## config.mk

```make
export PLATFORM = sky130hd
export DESIGN_NAME = bmc_ctrl
export DESIGN_NICKNAME = d
export VERILOG_FILES = /design/src/rtl/bmc_pkg.sv /design/src/rtl/bmc_ctrl.sv
export SDC_FILE = /design/constraint.sdc
export NUM_CORES = 1
export LEC_CHECK = 0
export BUFFER_PORTS_ARGS = -buffer_cell sky130_fd_sc_hd__buf_2
export CAP_MARGIN = 25
export CORE_UTILIZATION = 47
export CTS_CLUSTER_SIZE = 30
export DETAILED_ROUTE_END_ITERATION = 6
export PLACE_DENSITY = 0.86
export SLEW_MARGIN = 20
export SYNTH_ARGS = -nofsm -noshare
export SYNTH_HDL_FRONTEND = slang
export SYNTH_SLANG_ARGS = --single-unit
```

## constraint.sdc

```tcl
create_clock -name clk -period 5.99 [get_ports clk]
set_input_delay 1.4975 -clock clk [delete_from_list [all_inputs] [get_ports clk]]
set_output_delay 1.4975 -clock clk [all_outputs]
set_load 0.03 [all_outputs]
```

## src/rtl/bmc_pkg.sv

```systemverilog
package bmc_pkg;

    localparam int DATA_CELLS_DEF    = 128;
    localparam int STACK_DEPTH_DEF   = 32;
    localparam int PROGRAM_BYTES_DEF = 1024;
    localparam int STEP_W            = 17;
    localparam logic [STEP_W-1:0] STEP_LIMIT = 17'd65536;

    localparam logic [1:0] KIND_LOAD   = 2'd0;
    localparam logic [1:0] KIND_START  = 2'd1;
    localparam logic [1:0] KIND_RESUME = 2'd2;
    localparam logic [1:0] KIND_CONT   = 2'd3;

    localparam logic [2:0] EV_CHAR      = 3'd0;
    localparam logic [2:0] EV_NUM       = 3'd1;
    localparam logic [2:0] EV_NEED_CHAR = 3'd2;
    localparam logic [2:0] EV_NEED_NUM  = 3'd3;
    localparam logic [2:0] EV_HALT      = 3'd4;
    localparam logic [2:0] EV_ERROR     = 3'd5;

    localparam logic [1:0] MODE_IDLE      = 2'd0;
    localparam logic [1:0] MODE_READY     = 2'd1;
    localparam logic [1:0] MODE_WAIT_CHAR = 2'd2;
    localparam logic [1:0] MODE_WAIT_NUM  = 2'd3;

    localparam logic [7:0] CH_NUL   = 8'h00;
    localparam logic [7:0] CH_GT    = 8'h3E;
    localparam logic [7:0] CH_LT    = 8'h3C;
    localparam logic [7:0] CH_PLUS  = 8'h2B;
    localparam logic [7:0] CH_MINUS = 8'h2D;
    localparam logic [7:0] CH_DOT   = 8'h2E;
    localparam logic [7:0] CH_COMMA = 8'h2C;
    localparam logic [7:0] CH_COLON = 8'h3A;
    localparam logic [7:0] CH_SEMI  = 8'h3B;
    localparam logic [7:0] CH_OPEN  = 8'h5B;
    localparam logic [7:0] CH_CLOSE = 8'h5D;
    localparam logic [7:0] CH_HASH  = 8'h23;
    localparam logic [7:0] CH_DOLLAR = 8'h24;

    localparam logic [1:0] PC_HOLD = 2'd0;
    localparam logic [1:0] PC_INC  = 2'd1;
    localparam logic [1:0] PC_LOOP = 2'd2;
    localparam logic [1:0] PC_SCAN = 2'd3;

    localparam logic [1:0] DP_HOLD = 2'd0;
    localparam logic [1:0] DP_INC  = 2'd1;
    localparam logic [1:0] DP_DEC  = 2'd2;

    localparam logic [2:0] CELL_NONE   = 3'd0;
    localparam logic [2:0] CELL_INC    = 3'd1;
    localparam logic [2:0] CELL_DEC    = 3'd2;
    localparam logic [2:0] CELL_SAVE   = 3'd3;
    localparam logic [2:0] CELL_SUPPLY = 3'd4;
    localparam logic [2:0] CELL_ZERO   = 3'd5;

    typedef struct packed {
        logic       init;
        logic       clear_step;
        logic       prog_wr;
        logic       rd_scan;
        logic [1:0] pc_op;
        logic [1:0] dp_op;
        logic [2:0] cell_op;
        logic       loop_push;
        logic       loop_pop;
        logic       save_push;
        logic       save_pop;
        logic       scan_init;
        logic       scan_next;
        logic       nest_inc;
        logic       nest_dec;
        logic       steps_clr;
        logic       steps_inc;
        logic       mode_wr;
        logic [1:0] mode_val;
        logic       res_set;
        logic [2:0] res_ev;
        logic       res_cell;
        logic       out_load;
    } cmd_t;

    typedef struct packed {
        logic [7:0] prog_byte;
        logic       pc_oor;
        logic       scan_oor;
        logic       cell_zero;
        logic       loop_empty;
        logic       loop_full;
        logic       save_empty;
        logic       save_full;
        logic       nest_zero;
        logic       step_limit;
        logic       clear_done;
        logic [1:0] run_mode;
        logic       out_full;
    } status_t;

endpackage

```

## src/rtl/bmc_ctrl.sv

```systemverilog
module bmc_ctrl
    import bmc_pkg::*;
(
    input  logic       clk,
    input  logic       rst_n,
    input  logic       in_valid,
    input  logic [1:0] in_kind,
    output logic       in_ready,
    input  status_t    status,
    output cmd_t       cmd
);

    localparam logic [2:0] ST_IDLE     = 3'd0;
    localparam logic [2:0] ST_CLEAR    = 3'd1;
    localparam logic [2:0] ST_FETCH    = 3'd2;
    localparam logic [2:0] ST_EXEC     = 3'd3;
    localparam logic [2:0] ST_SCAN_RD  = 3'd4;
    localparam logic [2:0] ST_SCAN_CHK = 3'd5;
    localparam logic [2:0] ST_EMIT     = 3'd6;

    logic [2:0] state_reg;
    logic [2:0] state_next;

    assign in_ready = (state_reg == ST_IDLE);

    always_ff @(posedge clk or negedge rst_n)
    begin
        if (!rst_n)
        begin
            state_reg <= ST_IDLE;
        end
        else
        begin
            state_reg <= state_next;
        end
    end

    always_comb
    begin
        cmd        = '0;
        state_next = state_reg;
        case (state_reg)
            ST_IDLE:
            begin
                if (in_valid)
                begin
                    case (in_kind)
                        KIND_LOAD:
                        begin
                            cmd.prog_wr = 1'b1;
                        end
                        KIND_START:
                        begin
                            cmd.init      = 1'b1;
                            cmd.steps_clr = 1'b1;
                            cmd.mode_wr   = 1'b1;
                            cmd.mode_val  = MODE_READY;
                            state_next    = ST_CLEAR;
                        end
                        KIND_RESUME:
                        begin
                            if (status.run_mode == MODE_WAIT_CHAR ||
                                status.run_mode == MODE_WAIT_NUM)
                            begin
                                cmd.cell_op   = CELL_SUPPLY;
                                cmd.pc_op     = PC_INC;
                                cmd.steps_clr = 1'b1;
                                cmd.mode_wr   = 1'b1;
                                cmd.mode_val  = MODE_READY;
                                state_next    = ST_FETCH;
                            end
                        end
                        default:
                        begin
                            if (status.run_mode == MODE_READY)
                            begin
                                cmd.steps_clr = 1'b1;
                                state_next    = ST_FETCH;
                            end
                        end
                    endcase
                end
            end
            ST_CLEAR:
            begin
                if (status.clear_done)
                begin
                    state_next = ST_FETCH;
                end
                else
                begin
                    cmd.cell_op    = CELL_ZERO;
                    cmd.clear_step = 1'b1;
                end
            end
            ST_FETCH:
            begin
                state_next = ST_EXEC;
            end
            ST_EXEC:
            begin
                if (status.step_limit)
                begin
                    state_next = ST_IDLE;
                end
                else if (status.pc_oor || status.prog_byte == CH_NUL)
                begin
                    cmd.mode_wr  = 1'b1;
                    cmd.mode_val = MODE_IDLE;
                    cmd.res_set  = 1'b1;
                    cmd.res_ev   = status.loop_empty ? EV_HALT : EV_ERROR;
                    state_next   = ST_EMIT;
                end
                else
                begin
                    cmd.pc_op     = PC_INC;
                    cmd.steps_inc = 1'b1;
                    state_next    = ST_FETCH;
                    case (status.prog_byte)
                        CH_GT:    cmd.dp_op = DP_INC;
                        CH_LT:    cmd.dp_op = DP_DEC;
                        CH_PLUS:  cmd.cell_op = CELL_INC;
                        CH_MINUS: cmd.cell_op = CELL_DEC;
                        CH_DOT, CH_COLON:
                        begin
                            cmd.mode_wr  = 1'b1;
                            cmd.mode_val = MODE_READY;
                            cmd.res_set  = 1'b1;
                            cmd.res_ev   = (status.prog_byte == CH_DOT) ? EV_CHAR : EV_NUM;
                            cmd.res_cell = 1'b1;
                            state_next   = ST_EMIT;
                        end
                        CH_COMMA, CH_SEMI:
                        begin
                            cmd.pc_op    = PC_HOLD;
                            cmd.mode_wr  = 1'b1;
                            cmd.res_set  = 1'b1;
                            if (status.prog_byte == CH_COMMA)
                            begin
                                cmd.mode_val = MODE_WAIT_CHAR;
                                cmd.res_ev   = EV_NEED_CHAR;
                            end
                            else
                            begin
                                cmd.mode_val = MODE_WAIT_NUM;
                                cmd.res_ev   = EV_NEED_NUM;
                            end
                            state_next = ST_EMIT;
                        end
                        CH_OPEN:
                        begin
                            if (status.cell_zero)
                            begin
                                cmd.pc_op     = PC_HOLD;
                                cmd.steps_inc = 1'b0;
                                cmd.scan_init = 1'b1;
                                state_next    = ST_SCAN_RD;
                            end
                            else if (status.loop_full)
                            begin
                                cmd.pc_op    = PC_HOLD;
                                cmd.mode_wr  = 1'b1;
                                cmd.mode_val = MODE_IDLE;
                                cmd.res_set  = 1'b1;
                                cmd.res_ev   = EV_ERROR;
                                state_next   = ST_EMIT;
                            end
                            else
                            begin
                                cmd.loop_push = 1'b1;
                            end
                        end
                        CH_CLOSE:
                        begin
                            if (status.loop_empty)
                            begin
                                cmd.pc_op    = PC_HOLD;
                                cmd.mode_wr  = 1'b1;
                                cmd.mode_val = MODE_IDLE;
                                cmd.res_set  = 1'b1;
                                cmd.res_ev   = EV_ERROR;
                                state_next   = ST_EMIT;
                            end
                            else
                            begin
                                cmd.pc_op    = PC_LOOP;
                                cmd.loop_pop = 1'b1;
                            end
                        end
                        CH_HASH:
                        begin
                            cmd.save_push = !status.save_full;
                        end
                        CH_DOLLAR:
                        begin
                            if (!status.save_empty)
                            begin
                                cmd.save_pop = 1'b1;
                                cmd.cell_op  = CELL_SAVE;
                            end
                        end
                        default:
                        begin
                        end
                    endcase
                end
            end
            ST_SCAN_RD:
            begin
                cmd.rd_scan = 1'b1;
                state_next  = ST_SCAN_CHK;
            end
            ST_SCAN_CHK:
            begin
                state_next = ST_SCAN_RD;
                if (status.scan_oor || status.prog_byte == CH_NUL)
                begin
                    cmd.mode_wr  = 1'b1;
                    cmd.mode_val = MODE_IDLE;
                    cmd.res_set  = 1'b1;
                    cmd.res_ev   = EV_ERROR;
                    state_next   = ST_EMIT;
                end
                else if (status.prog_byte == CH_OPEN)
                begin
                    cmd.nest_inc  = 1'b1;
                    cmd.scan_next = 1'b1;
                end
                else if (status.prog_byte == CH_CLOSE)
                begin
                    if (status.nest_zero)
                    begin
                        cmd.pc_op     = PC_SCAN;
                        cmd.steps_inc = 1'b1;
                        state_next    = ST_FETCH;
                    end
                    else
                    begin
                        cmd.nest_dec  = 1'b1;
                        cmd.scan_next = 1'b1;
                    end
                end
                else
                begin
                    cmd.scan_next = 1'b1;
                end
            end
            ST_EMIT:
            begin
                if (!status.out_full)
                begin
                    cmd.out_load = 1'b1;
                    state_next   = ST_IDLE;
                end
            end
            default:
            begin
                state_next = ST_IDLE;
            end
        endcase
    end

endmodule

```

# [After elaboration in Yosys (flattened, before gate mapping)]
# Index checks and enable logic that the tools add are counted.
[word_totals] elab_cells=143 ff_bits=3 in_bits=26 out_inout_bits=31
[classes] n_reduce_logical=11 eq_ne=29 mux=102
[ops] operator="$eq 8x6->1 const B" n=10
[ops] operator="$mux 3" n=22
[ops] operator="$mux 1" n=50
[ops] operator="$pmux 3 s3" n=5
[ops] operator="$mux 7" n=5
[ops] operator="$pmux 7 s4" n=1
[ops] operator="$mux 12" n=2
[ops] operator="$pmux 3 s7" n=1
[ops] operator="$eq 8x7->1 const B" n=2
[ops] operator="$mux 2" n=7
[ops] operator="$pmux 2 s3" n=2
[ops] operator="$eq 3x3->1 const B" n=3
[ops] operator="$mux 9" n=1
[ops] operator="$logic_not 8->1" n=1
[ops] operator="$ne 2x2->1 const B" n=4
[ops] operator="$pmux 4 s2" n=1
[ops] operator="$eq 2x2->1 const B" n=3
[ops] operator="$eq 3x2->1 const B" n=2
[ops] operator="$pmux 3 s2" n=1
[ops] operator="$reduce_and 6->1" n=1
[ops] operator="$mux 5" n=1
[ops] operator="$eq 2x1->1 const B" n=2
[ops] operator="$ne 4x1->1 const B" n=1
[ops] operator="$pmux 2 s2" n=1
[ops] operator="other kinds (10)" n=13

# [Depth between registers and ports, before layout]
[logic_depth] depth_word=6 mapped_depth=7 depth_no_buf=7

# [Worst setup path after synthesis]
# Ideal clock, no wire load.
[synth_timing] kind="input to output" start="input port status[15] (netlist name)" end="output port cmd[25] (netlist name)" path_slack_ns=1.260 arrival_time_ns=3.233 path_buffers=1 required_ns=4.493 stages=6 cell_sequence="buf_4 -> nor4_2 -> a21oi_2 -> nand2_1 -> nor3_1 -> o21bai_1"
[synth_rtl] element="from (decl)" line_no="bmc_ctrl.sv:9" source="input status_t status,"
[synth_rtl] element="to (decl)" line_no="bmc_ctrl.sv:10" source="output cmd_t cmd"

==> results by group <==
Status
  – Status: complete, no violations

Finish
  – Nets: between 200 and 250
  – Syn-to-layout area delta: 29.4%
  – Max reg flops: 3
  – Fraction of layout instances using a drive strength above 1: between 40 and 50%
  – Ant. Diodes: 0

Clocking
  – Clk sink count: 3
  – CTS tree: built
  – Root Buffer: clkbuf_4
  – Post CTS Setup Buffer Count: 0
  – PostCTS Resize Cnt: 0
  – CTS H-tree lvls: 1
  – Hold_buf cts: 0
  – Bufs on Longest Clock Path: 2
  – Worst-Skew Late Latency: between 0.2 and 0.25 ns
  – Clock Pin Slew Worst Setup and Hold Paths: approximately 0.040 ns
  – Total CTS buffers: 3

Synth
  – Post-synthesis sequential area ratio: 7.86%
  – Top post-synthesis cells by area: dfrtp_1, nand2_1, nor2_1
  – Synthesized net count: 170
  – Most frequent cells after synthesis: nand2_1, nor2_1, inv_1, nor3_1, o21ai_0
  – Avg Cell Area, Syn: just under 7 um^2
  – Asr flop ratio synth: 100%
  – Ys flop type: dfrtp_1
  – Post-synthesis sequential element count: 3
  – Yosys cell types: 51
  – Area leader, netlist: dfrtp_1
  – Synthesized area: ~950 um^2
  – Post-synth top area share: under 10%
  – EDFF count, synth: 0
  – YS warnings: 0
  – Cells after Synth: 140
  – Top-count cell post-synth: nand2_1

STA
  – Slew @ Worst Pin: ~0.49 ns
  – Setup tns final: 0 ns
  – Period utilisation layout: between 70 and 80%
  – RSZ-0062 raised after global routing: false
  – Slew HR: between 60% and 70%
  – Hold Slack: roughly 0.7 ns
  – Slew Limit Fails: 0
  – Fin. Hold Viols: 0
  – Setup Viol. Count Final: 0
  – Minimum clock period: about 4.5 ns
  – Clock Skew: ~0.00042 ns
  – Fmax: around 220 MHz

Routing
  – Final WL: between 2 and 3 mm
  – DR vias/cell: about 5.7
  – DR iter-0 viols: 33
  – DRC: 0
  – Post-DRT Antenna Nets: 0
  – Vias post-DR: between 1000 and 1500
  – Wire per inst: ~13 um
  – First drt pass iteration count: 4

Global route
  – First-pass GRT wire length: roughly 4.2 mm
  – GRT Total Usage: 25.6%
  – Total gr overflow: 0
  – Number of global-route vias before repair: between 1000 and 1500
  – Initial antenna violation count: 0
  – Largest net degree at the start of global routing: 13

Critical path
  – Most used cell, CP: buf_2
  – Crit-path cells: buf_2, nor4_2, a21oi_2, or3b_4, or2_1, o21ai_0, buf_2
  – Arr. time, crit path: approximately 3 ns
  – Slowest cell on crit path: or3b_4
  – R2r worst-path depth: 4
  – CP Launch Type: primary input
  – Crit Reg-Reg Endpoint: state_reg[1]$_DFFE_PN0P_
  – Crit end category: output pin
  – Worst path max stage delay: roughly 0.43 ns
  – Crit Path Max Fanout: 11
  – WS Path Type: in -> out
  – CP required: between 4 and 5 ns
  – R2r setup slk: 4.46 ns
  – R2r startpoint: state_reg[2]$_DFFE_PN0P_

Min path
  – WHS Endpoint: state_reg[1]$_DFFE_PN0P_
  – Worst Hold Class: reg -> reg
  – Worst Hold Launch: state_reg[2]$_DFFE_PN0P_
  – Hold depth: 2

Power
  – Lkg Pwr: approximately 0.63 nW
  – Max VDD drop: 143 uV
  – Pwr dens: about 220 nW/um^2

Placement
  – Detailed placement HPWL: approximately 2.3 mm
  – Final GP Congestion: 0.836
  – Port bufs: 56

Floorplanning
  – Die W: around 47 um
  – Die area: roughly 2200 um^2
  – Starting Density: 52.4%
  – Num rows: 15
  – Ports: 57
  – Core ar.: 1820 um^2
  – Die Y-Extent: ~47 um

Job
  – Max-cap viol count: 0
critical path, delay by kind of cell:
family                 cells  cell delay (ns)
AO/OA/AOI/OAI              2             0.29
buffers and inverters      2             0.42
AND/OR/NAND/NOR            3             0.78
layout make-up:
class | count | area, um^2
fillers | 168 | 586
flip-flops and latches | 3 | 75.1
clock buffers | 4 | 26.3
inverters | 11 | 41.3
repair buffers | 56 | 280
multi-input cells | 118 | 781
well taps | 25 | 31.3
metrics by stage:
| stage | power, W | worst slack, ns | std cells | cell area, um^2 | util, % |
|---|---|---|---|---|---|
| global route | 0.000296 | 1.45 | 217 | 1230 | 67.8 |
| global placement | 0.000232 | 1.55 | 213 | 1210 | 66.4 |
| finish | 0.000273 | 1.51 | 217 | 1230 | 67.8 |
| CTS | 0.000275 | 1.53 | 217 | 1230 | 67.8 |
| floorplan | 0.000192 | 1.26 | 140 | 955 | - |
| detailed placement | 0.000236 | 1.53 | 213 | 1210 | 66.4 |
report_power, final:
part,switching (W),internal [W]
registers,0.0000260,0.0000298
logic,0.000117,0.0000648
clock network,0.0000112,0.0000250
total,0.000154,0.000120
layout by cell type, fill, tap and decap left out, types with 3 or more instances in the layout:
cell / netlist / routed
dfrtp_1: 3 / 3
nor2b_1: 4 / 4
nor2_1: 15 / 15
inv_1: 11 / 11
o21ai_0: 7 / 7
nor3_1: 10 / 10
clkbuf_4: 0 / 3
nand3_1: 4 / 4
buf_2: 1 / 56
a21oi_1: 4 / 4
nand2_1: 16 / 16
nand2b_1: 6 / 6
nand4_1: 6 / 6
ha_1: 4 / 4
logic make-up after synthesis:
kind of cell               Yosys count  synth area share, %
and+or+nand+nor                     83                 52.7
AOI/OAI and AO/OA                   29                 21.9
muxes                                1                 1.05
DFF                                  3                 7.86
xor gates and xnor gates             1                0.918
buffers and inverters               19                 10.4
adders and majority gates            4                 5.24
worst max path at each step:
stage / startpoint / to / cells after the start
final: status[13] / cmd[9] / 7
after global routing: status[13] / cmd[20] / 7
after CTS: status[13] / cmd[9] / 7
after detailed placement: status[13] / cmd[9] / 7
after global placement: status[13] / cmd[9] / 7
after floorplan: status[15] / cmd[25] / 6
layer usage:
layer	global-route usage, %	vias to the layer above	wire length (um)
li1	-	615	-
met3	1.92	2	167
met1	30.8	554	1220
met4	9.71	0	21
met5	0	-	0
met2	46.9	60	1410
Power figures use the tool's default switching activity.
